## config.mk

```make
export PLATFORM = sky130hd
export DESIGN_NAME = round_robin_task_timer_scheduler
export DESIGN_NICKNAME = d
export VERILOG_FILES = /design/src/rtl/core/rrts_pkg.sv /design/src/rtl/core/rrts_cell.sv /design/src/rtl/core/round_robin_task_timer_scheduler.sv
export SDC_FILE = /design/constraint.sdc
export NUM_CORES = 1
export LEC_CHECK = 0
export BUFFER_PORTS_ARGS = -buffer_cell sky130_fd_sc_hd__buf_2
export CORE_MARGIN = 5
export CORE_UTILIZATION = 60
export CTS_CLUSTER_SIZE = 20
export DETAILED_ROUTE_END_ITERATION = 8
export GPL_TIMING_DRIVEN = 0
export PLACE_DENSITY = 0.77
export SKIP_LAST_GASP = 1
export SYNTH_ARGS = -nofsm -noshare
export SYNTH_HDL_FRONTEND = slang
export SYNTH_HIERARCHICAL = 1
export SYNTH_SLANG_ARGS = --single-unit
export TNS_END_PERCENT = 20
```

## constraint.sdc

```tcl
create_clock -name clk -period 7.37 [get_ports clk]
set_input_delay 0.737 -clock clk [delete_from_list [all_inputs] [get_ports clk]]
set_output_delay 0.737 -clock clk [all_outputs]
set_load 0.02 [all_outputs]
```

## src/rtl/core/rrts_pkg.sv

```systemverilog
// Package for the round-robin task timer scheduler.
// Holds the operation codes, timer constants and the transfer and control structs.
// Has no dependencies; every other file of the block imports it.
package rrts_pkg;

  localparam int NUM_TASKS_DEFAULT = 8;
  localparam int ID_W              = 3;
  localparam int ID_SPAN           = 8;
  localparam int TIMER_W           = 16;

  localparam logic [TIMER_W-1:0] TIMER_STOPPED = 16'hFFFF;
  localparam logic [TIMER_W-1:0] TIMER_ZERO    = 16'h0000;

  localparam logic [2:0] OP_TICK     = 3'd0;
  localparam logic [2:0] OP_DISPATCH = 3'd1;
  localparam logic [2:0] OP_SLEEP    = 3'd2;
  localparam logic [2:0] OP_STOP     = 3'd3;
  localparam logic [2:0] OP_RUN      = 3'd4;
  localparam logic [2:0] OP_DELAY    = 3'd5;

  typedef struct packed {
    logic [2:0]         op;
    logic [ID_W-1:0]    task_index;
    logic [TIMER_W-1:0] value;
  } cmd_t;

  typedef struct packed {
    logic [ID_W-1:0] task_id;
    logic            task_ready;
    logic            delay_pending;
  } rsp_t;

  typedef struct packed {
    logic               tick;
    logic               dispatch;
    logic               sleep;
    logic               stop;
    logic               run;
    logic [ID_W-1:0]    task_index;
    logic [TIMER_W-1:0] value;
  } cell_ctrl_t;

endpackage

```

## src/rtl/core/rrts_cell.sv

```systemverilog
// One task cell of the scheduler: the task's countdown timer and its dispatch token.
// The token passes to the next cell on every dispatch. Depends on rrts_pkg.
module rrts_cell
  import rrts_pkg::*;
#(
  parameter int CELL_INDEX = 0
) (
  input  logic       clk,
  input  logic       rst,
  input  cell_ctrl_t ctrl,
  input  logic       token_in,
  output logic       token_out,
  output logic       zero
);

  localparam logic [ID_W-1:0] CELL_ID     = ID_W'(CELL_INDEX);
  localparam bit              ADDRESSABLE = (CELL_INDEX < ID_SPAN);
  localparam bit              FIRST       = (CELL_INDEX == 0);

  logic [TIMER_W-1:0] timer;
  logic [TIMER_W-1:0] timer_next;
  logic               token;
  logic               running;
  logic               addressed;

  assign addressed = ADDRESSABLE && (ctrl.task_index == CELL_ID);

  always_comb begin
    timer_next = timer;
    if (ctrl.stop && addressed) begin
      timer_next = TIMER_STOPPED;
    end else if (ctrl.run && addressed) begin
      timer_next = ctrl.value;
    end else if (ctrl.sleep && running) begin
      timer_next = ctrl.value;
    end else if (ctrl.tick && timer != TIMER_ZERO && timer != TIMER_STOPPED) begin
      timer_next = timer - TIMER_W'(1);
    end
  end

  always_ff @(posedge clk) begin
    if (rst) begin
      timer   <= TIMER_ZERO;
      token   <= FIRST;
      running <= FIRST;
    end else begin
      timer <= timer_next;
      if (ctrl.dispatch) begin
        token   <= token_in;
        running <= token;
      end
    end
  end

  assign token_out = token;
  assign zero      = (timer == TIMER_ZERO);

endmodule

```

## src/rtl/core/round_robin_task_timer_scheduler.sv

```systemverilog
// Top level of the round-robin task timer scheduler.
// Instantiates one rrts_cell per task in a ring and holds the pointer, delay counter and
// response register. Depends on rrts_pkg and rrts_cell.
//
// The block takes one command per clock cycle while not stalled and gives exactly one
// response per command, from an output register, in the cycle after its transfer. Every
// timer lives in its own cell, so one tick counts down at once all timers that are neither
// zero nor stopped; a dispatch hands the round-robin token to the next cell. A new command
// is taken unless the held response is stalled. There is no clearing pass after reset.
module round_robin_task_timer_scheduler
  import rrts_pkg::*;
#(
  parameter int NUM_TASKS = NUM_TASKS_DEFAULT
) (
  input  logic clk,
  input  logic rst,
  input  logic cmd_valid,
  output logic cmd_stall,
  input  cmd_t cmd,
  output logic rsp_valid,
  input  logic rsp_stall,
  output rsp_t rsp
);

  localparam int PTR_W = (NUM_TASKS > ID_SPAN) ? $clog2(NUM_TASKS) : ID_W;
  localparam logic [PTR_W-1:0] PTR_LAST = PTR_W'(NUM_TASKS - 1);

  logic                 accept;
  cell_ctrl_t           ctrl;
  logic [NUM_TASKS-1:0] token;
  logic [NUM_TASKS-1:0] zero;
  logic [PTR_W-1:0]     rr_pointer;
  logic [PTR_W-1:0]     rr_pointer_next;
  logic [TIMER_W-1:0]   delay_counter;
  logic [TIMER_W-1:0]   delay_counter_next;
  logic                 task_ready;

  assign cmd_stall = rsp_valid && rsp_stall;
  assign accept    = cmd_valid && !cmd_stall;

  always_comb begin
    ctrl            = '0;
    ctrl.task_index = cmd.task_index;
    ctrl.value      = cmd.value;
    if (accept) begin
      case (cmd.op)
        OP_TICK:     ctrl.tick     = 1'b1;
        OP_DISPATCH: ctrl.dispatch = 1'b1;
        OP_SLEEP:    ctrl.sleep    = 1'b1;
        OP_STOP:     ctrl.stop     = 1'b1;
        OP_RUN:      ctrl.run      = 1'b1;
        default:     ctrl.tick     = 1'b0;
      endcase
    end
  end

  for (genvar i = 0; i < NUM_TASKS; i++) begin : g_cell
    rrts_cell #(
      .CELL_INDEX(i)
    ) u_cell (
      .clk      (clk),
      .rst      (rst),
      .ctrl     (ctrl),
      .token_in (token[(i + NUM_TASKS - 1) % NUM_TASKS]),
      .token_out(token[i]),
      .zero     (zero[i])
    );
  end

  assign task_ready = |(token & zero);

  always_comb begin
    rr_pointer_next = rr_pointer;
    if (ctrl.dispatch) begin
      rr_pointer_next = (rr_pointer == PTR_LAST) ? '0 : rr_pointer + PTR_W'(1);
    end
  end

  always_comb begin
    delay_counter_next = delay_counter;
    if (accept && cmd.op == OP_DELAY) begin
      delay_counter_next = cmd.value;
    end else if (ctrl.tick && delay_counter != TIMER_ZERO) begin
      delay_counter_next = delay_counter - TIMER_W'(1);
    end
  end

  always_ff @(posedge clk) begin
    if (rst) begin
      rr_pointer    <= '0;
      delay_counter <= TIMER_ZERO;
      rsp_valid     <= 1'b0;
    end else begin
      rr_pointer    <= rr_pointer_next;
      delay_counter <= delay_counter_next;
      if (accept) begin
        rsp_valid <= 1'b1;
      end else if (!rsp_stall) begin
        rsp_valid <= 1'b0;
      end
    end
  end

  always_ff @(posedge clk) begin
    if (accept) begin
      rsp.task_id       <= ctrl.dispatch ? rr_pointer[ID_W-1:0] : rr_pointer_next[ID_W-1:0];
      rsp.task_ready    <= ctrl.dispatch && task_ready;
      rsp.delay_pending <= (delay_counter_next != TIMER_ZERO);
    end
  end

endmodule

```

* After elaboration in Yosys (flattened, before gate mapping)
Cells that the tools add are included.
** Cells by class
- Add/subtract/negate cells :: 10
- Equality and inequality tests :: 22
- Mux-type cells :: 45
- Bitwise operators :: 1
- Reductions and logical operators :: 75
** Operator list (count)
- $mux 16 :: 34
- $reduce_bool 16->1 :: 10
- $sub 16x1->16 const B :: 9
- $logic_not 16->1 :: 8
- $ne 16x16->1 const B :: 8
- $logic_and 1x1->1 :: 45
- $reduce_bool 4->1 :: 8
- $eq 3x3->1 const B :: 7
- $eq 3x2->1 const B :: 4
- $mux 3 :: 3
- $and 8x8->8 :: 1
- $reduce_or 8->1 :: 1
- $mux 1 :: 7
- $eq 3x1->1 const B :: 2
- $logic_not 3->1 :: 2
- $mux 5 :: 1
- $add 3x1->3 const B :: 1
- $ne 2x1->1 const B :: 1
- $logic_not 1->1 :: 1
** Word-level totals
- Register bits after elaboration :: 163
- Output and inout bits :: 7
- Word-level logic and storage cells :: 177

* Longest topological paths before layout
- Depth after elaboration :: 10
- Gate-level depth with buffers :: 13
- Mapped depth without buffers :: 10

* Hierarchy
The synthesis kept the hierarchy.
** By module, submodules not included
- rrts_cell at g_cell[3].u_cell ... :: instances 3, cells an instance 142, area each 1291.2 um^2, sequential area each 360.3 um^2
- rrts_cell at g_cell[1].u_cell ... :: instances 2, cells an instance 143, area each 1312.5 um^2, sequential area each 360.3 um^2
- round_robin_task_timer_scheduler :: instances 1, cells an instance 178, area each 1508.9 um^2, sequential area each 550.5 um^2
- rrts_cell at g_cell[0].u_cell :: instances 1, cells an instance 161, area each 1316.3 um^2, sequential area each 360.3 um^2
- rrts_cell at g_cell[7].u_cell :: instances 1, cells an instance 147, area each 1221.2 um^2, sequential area each 360.3 um^2
- rrts_cell at g_cell[4].u_cell :: instances 1, cells an instance 143, area each 1207.4 um^2, sequential area each 360.3 um^2

* Least setup slack after synthesis
No wires, ideal clock.
- Kind :: input to register
- Start :: input rsp_stall
- End :: register g_cell[1].u_cell.timer[0]
- Setup time :: 103 ps
- Arrival :: 3485 ps
- Data required time :: 7267 ps
- Path slack :: 3782 ps
- Stages on the path :: 13
- Buffers on the path :: 3
- Path through :: and2_1 -> nand2b_1 -> inv_1 -> clkbuf_1 -> nand2_1 -> nor3_1 -> nand4bb_1 -> and2_1 -> buf_4 -> nand2_1 -> clkbuf_1 -> nor3_1 -> a2111oi_2
** RTL lines
- from (decl) :: line round_robin_task_timer_scheduler.sv:21 : input logic rsp_stall,
- to (signal assigned) :: line rrts_cell.sv:47 : timer <= timer_next;
- to (decl) :: line rrts_cell.sv:20 : logic [TIMER_W-1:0] timer;

==> reports/metrics.csv <==
metric,value,unit
status,completed,
grt_max_degree,37,
die_x,150,um
cts.sinks,169,
fin_setup_tns,0,ps
critical-path-top-delay-family,simple AND/OR/NAND/NOR gates,
cts_tree,built,
max_freq,246,MHz
final-hold-violation-count,0,
tightest_slew,1110,ps
numCtsBuffers,17,
die_area,22500,um^2
slowest_stage,nor4b_1,
dpl.hpwl,23.3,mm
p_switching,0.000945,W
comb_power_share,0.300,
via_per_inst,6.81,
grt_pass1_wl,57.0,mm
die_h,150,um
drive_gt1_frac,0.157,
synthToLayoutAreaGrowth,9.69,%
cp_num_buf_inv,5,
mostFrequentLayoutCell,dfxtp_1,
clock_power_share,0.346,
rsz0062_at_grt,false,
synth_async_sr_flop_share,0,
whs,495,ps
critPathKind,input pin to flip-flop,
grt_use_total,0.317,
period_share,0.552,
finalClockSkew,13.6,ps
syn-instance-count,1341,
p_seq_frac,0.354,
yosysWarnings,6,
cp_max_fo,14,
ctsResizeCount,0,
start_kind,input pin,
fin_crit,4060,ps
overflow,0,
synth_seq_cells,169,
portBuffers,32,
seq_area,3430,um^2
num_rows,51,
fin_nets,1439,
clkTransAtPathRegs,70,ps
fin_ws,3310,ps
hold_buffers,0,
clockBufferDepth,2,
instances_no_fill,1670,
synth_area_per_cell,8.76,um^2
setup_viol,0,
place_ws,3030,ps
cp.required,7690,ps
nFillCells,1717,
antenna_found_initial,0,
dpl_cell_area,12200,um^2
ys_seq_area_frac,0.292,
cap_violations,0,
grt_pass1_vias,10600,
drt_iter0_markers,882,
pwr_density_cell,224,nW/um^2
synth_edf_count,5,
synth_flop_cell,dfxtp_1,
multi_input_area,7670,um^2
postLayoutCellArea,12900,um^2
antennaDiodeCount,0,
clkLatencyLatePin,440,ps
start_util,0.606,
cts_setup_buffers,0,
crit_chain,buf_2 > and2_1 > nand2b_1 > inv_1 > clkbuf_1 > nand2_1 > nor3_1 > buf_2 > nor4b_1 > nor3_1 > clkbuf_1 > o311ai_1 > nor3b_1,
final_cell_mix,"dfxtp_1, nor2_1, nand2_1",
p_leak,5.03,nW
htreeDepth,4,
synth_area,11800,um^2
yosys.cell_types.count,87,
gp_congestion,0.921,
num_vias,11400,
drc,0,
postRouteAntennaNets,0,
slowest_delay,630,ps
syn-num-nets,1387,
r2r_slack,3400,ps
end_kind,flip-flop,
root_buffer,clkbuf_16,
irDropWorstVdd,168,uV
finalMaxSlewViolations,0,
io_pins,33,
drt_wl_total,35.6,mm
p_sw_frac,0.327,
first_pass_iters,5,
hold_path.class,flip-flop to flip-flop,
coreArea,19400,um^2
intPower,0.00194,W
slew_headroom,0.262,
wl_per_cell,21.3,um
arrival,4390,ps
dp_cells,1639,
## worst min-delay path: cells and delay by family (launching register included)
| kind | cells | cell delay [ps] |
|---|---|---|
| AO/OA/AOI/OAI | 1 | 60 |
| flip-flops | 1 | 330 |
| AND/OR/NAND/NOR | 1 | 60 |
## layer usage
metal	vias up	part of all wire	GRT usage
li1	5312	-	-
met1	5461	0.42	0.425
met2	503	0.45	0.497
met3	90	0.085	0.0615
met4	0	0.041	0.135
met5	-	0	0
## cell families after synthesis
| family | Yosys count | share of synthesized area |
|---|---|---|
| and+or+nand+nor | 516 | 0.271 |
| AOI/OAI and AO/OA | 365 | 0.265 |
| adders and majority gates | 20 | 0.0213 |
| muxes | 57 | 0.0485 |
| DFF | 169 | 0.292 |
| buffers and inverters | 151 | 0.0549 |
| xor gates and xnor gates | 63 | 0.0469 |
## power groups by stage
stage	sequential, W	combinational (W)	clock (W)
finish	0.00102	0.000866	0.000999
floorplan	0.00103	0.000673	0
detailed placement	0.00104	0.000847	0
global route	0.00103	0.000945	0.00105
global placement	0.00104	0.000825	0
CTS	0.00102	0.000854	0.00100
## final timing paths
path,from,endpoint,depth (start not counted)
max,rsp_stall,g_cell[0].u_cell/timer[15]$_SDFFE_PP0P_,13
min,rr_pointer[1]$_SDFF_PP0_,rr_pointer[1]$_SDFF_PP0_,2
max reg2reg,rsp_valid$_SDFFE_PP0P_,g_cell[0].u_cell/timer[15]$_SDFFE_PP0P_,12
min reg2reg,rr_pointer[1]$_SDFF_PP0_,rr_pointer[1]$_SDFF_PP0_,2
## Yosys cell counts (8+ instances only)
cell / count / share of area
a211oi_1: 28 / 0.018
a211oi_2: 8 / 0.0085
a21oi_1: 30 / 0.013
a221oi_1: 14 / 0.010
a221oi_2: 40 / 0.051
a31oi_1: 49 / 0.026
and2_1: 13 / 0.0069
and3_1: 13 / 0.0069
and4_1: 13 / 0.0097
buf_2: 14 / 0.0060
clkbuf_1: 44 / 0.014
dfxtp_1: 164 / 0.28
ha_1: 20 / 0.021
inv_1: 79 / 0.025
mux2i_1: 57 / 0.049
nand2_1: 81 / 0.026
nand3_1: 24 / 0.010
nand4_1: 34 / 0.018
nand4b_1: 8 / 0.0060
nor2_1: 92 / 0.029
nor2b_1: 8 / 0.0043
nor3_1: 57 / 0.024
nor4_1: 40 / 0.021
nor4_4: 8 / 0.014
o21ai_0: 35 / 0.015
o22ai_1: 15 / 0.0080
o31ai_1: 47 / 0.030
o41ai_1: 11 / 0.0082
or3_1: 42 / 0.022
or4_1: 18 / 0.011
or4_4: 8 / 0.0077
xnor2_1: 43 / 0.032
xor2_1: 20 / 0.015
## through the flow
step,util,power [W]
3_3_place_gp,0.631,0.00186
6_report,0.665,0.00289
3_5_place_dp,0.631,0.00189
2_1_floorplan,-,0.00170
5_1_grt,0.665,0.00303
4_1_cts,0.665,0.00288
## area by class of cell
| type | count | share of cell area |
|---|---|---|
| tap | 265 | 0.0257 |
| multi-input combinational | 1021 | 0.595 |
| buffer | 71 | 0.0268 |
| clock buffer | 19 | 0.0344 |
| inverter | 80 | 0.0233 |
| clock inverter | 12 | 0.0154 |
| sequential | 169 | 0.266 |
| timing repair buffer | 33 | 0.0128 |
## state kept, by name (all words and copies together), names as in the netlist
register and cells:
g_cell.u_cell/timer 128, delay_counter 16, g_cell.u_cell/running 8, g_cell.u_cell/token_out 8
rsp 5, rr_pointer 3, rsp_valid 1
Power figures use the tool's default switching activity.
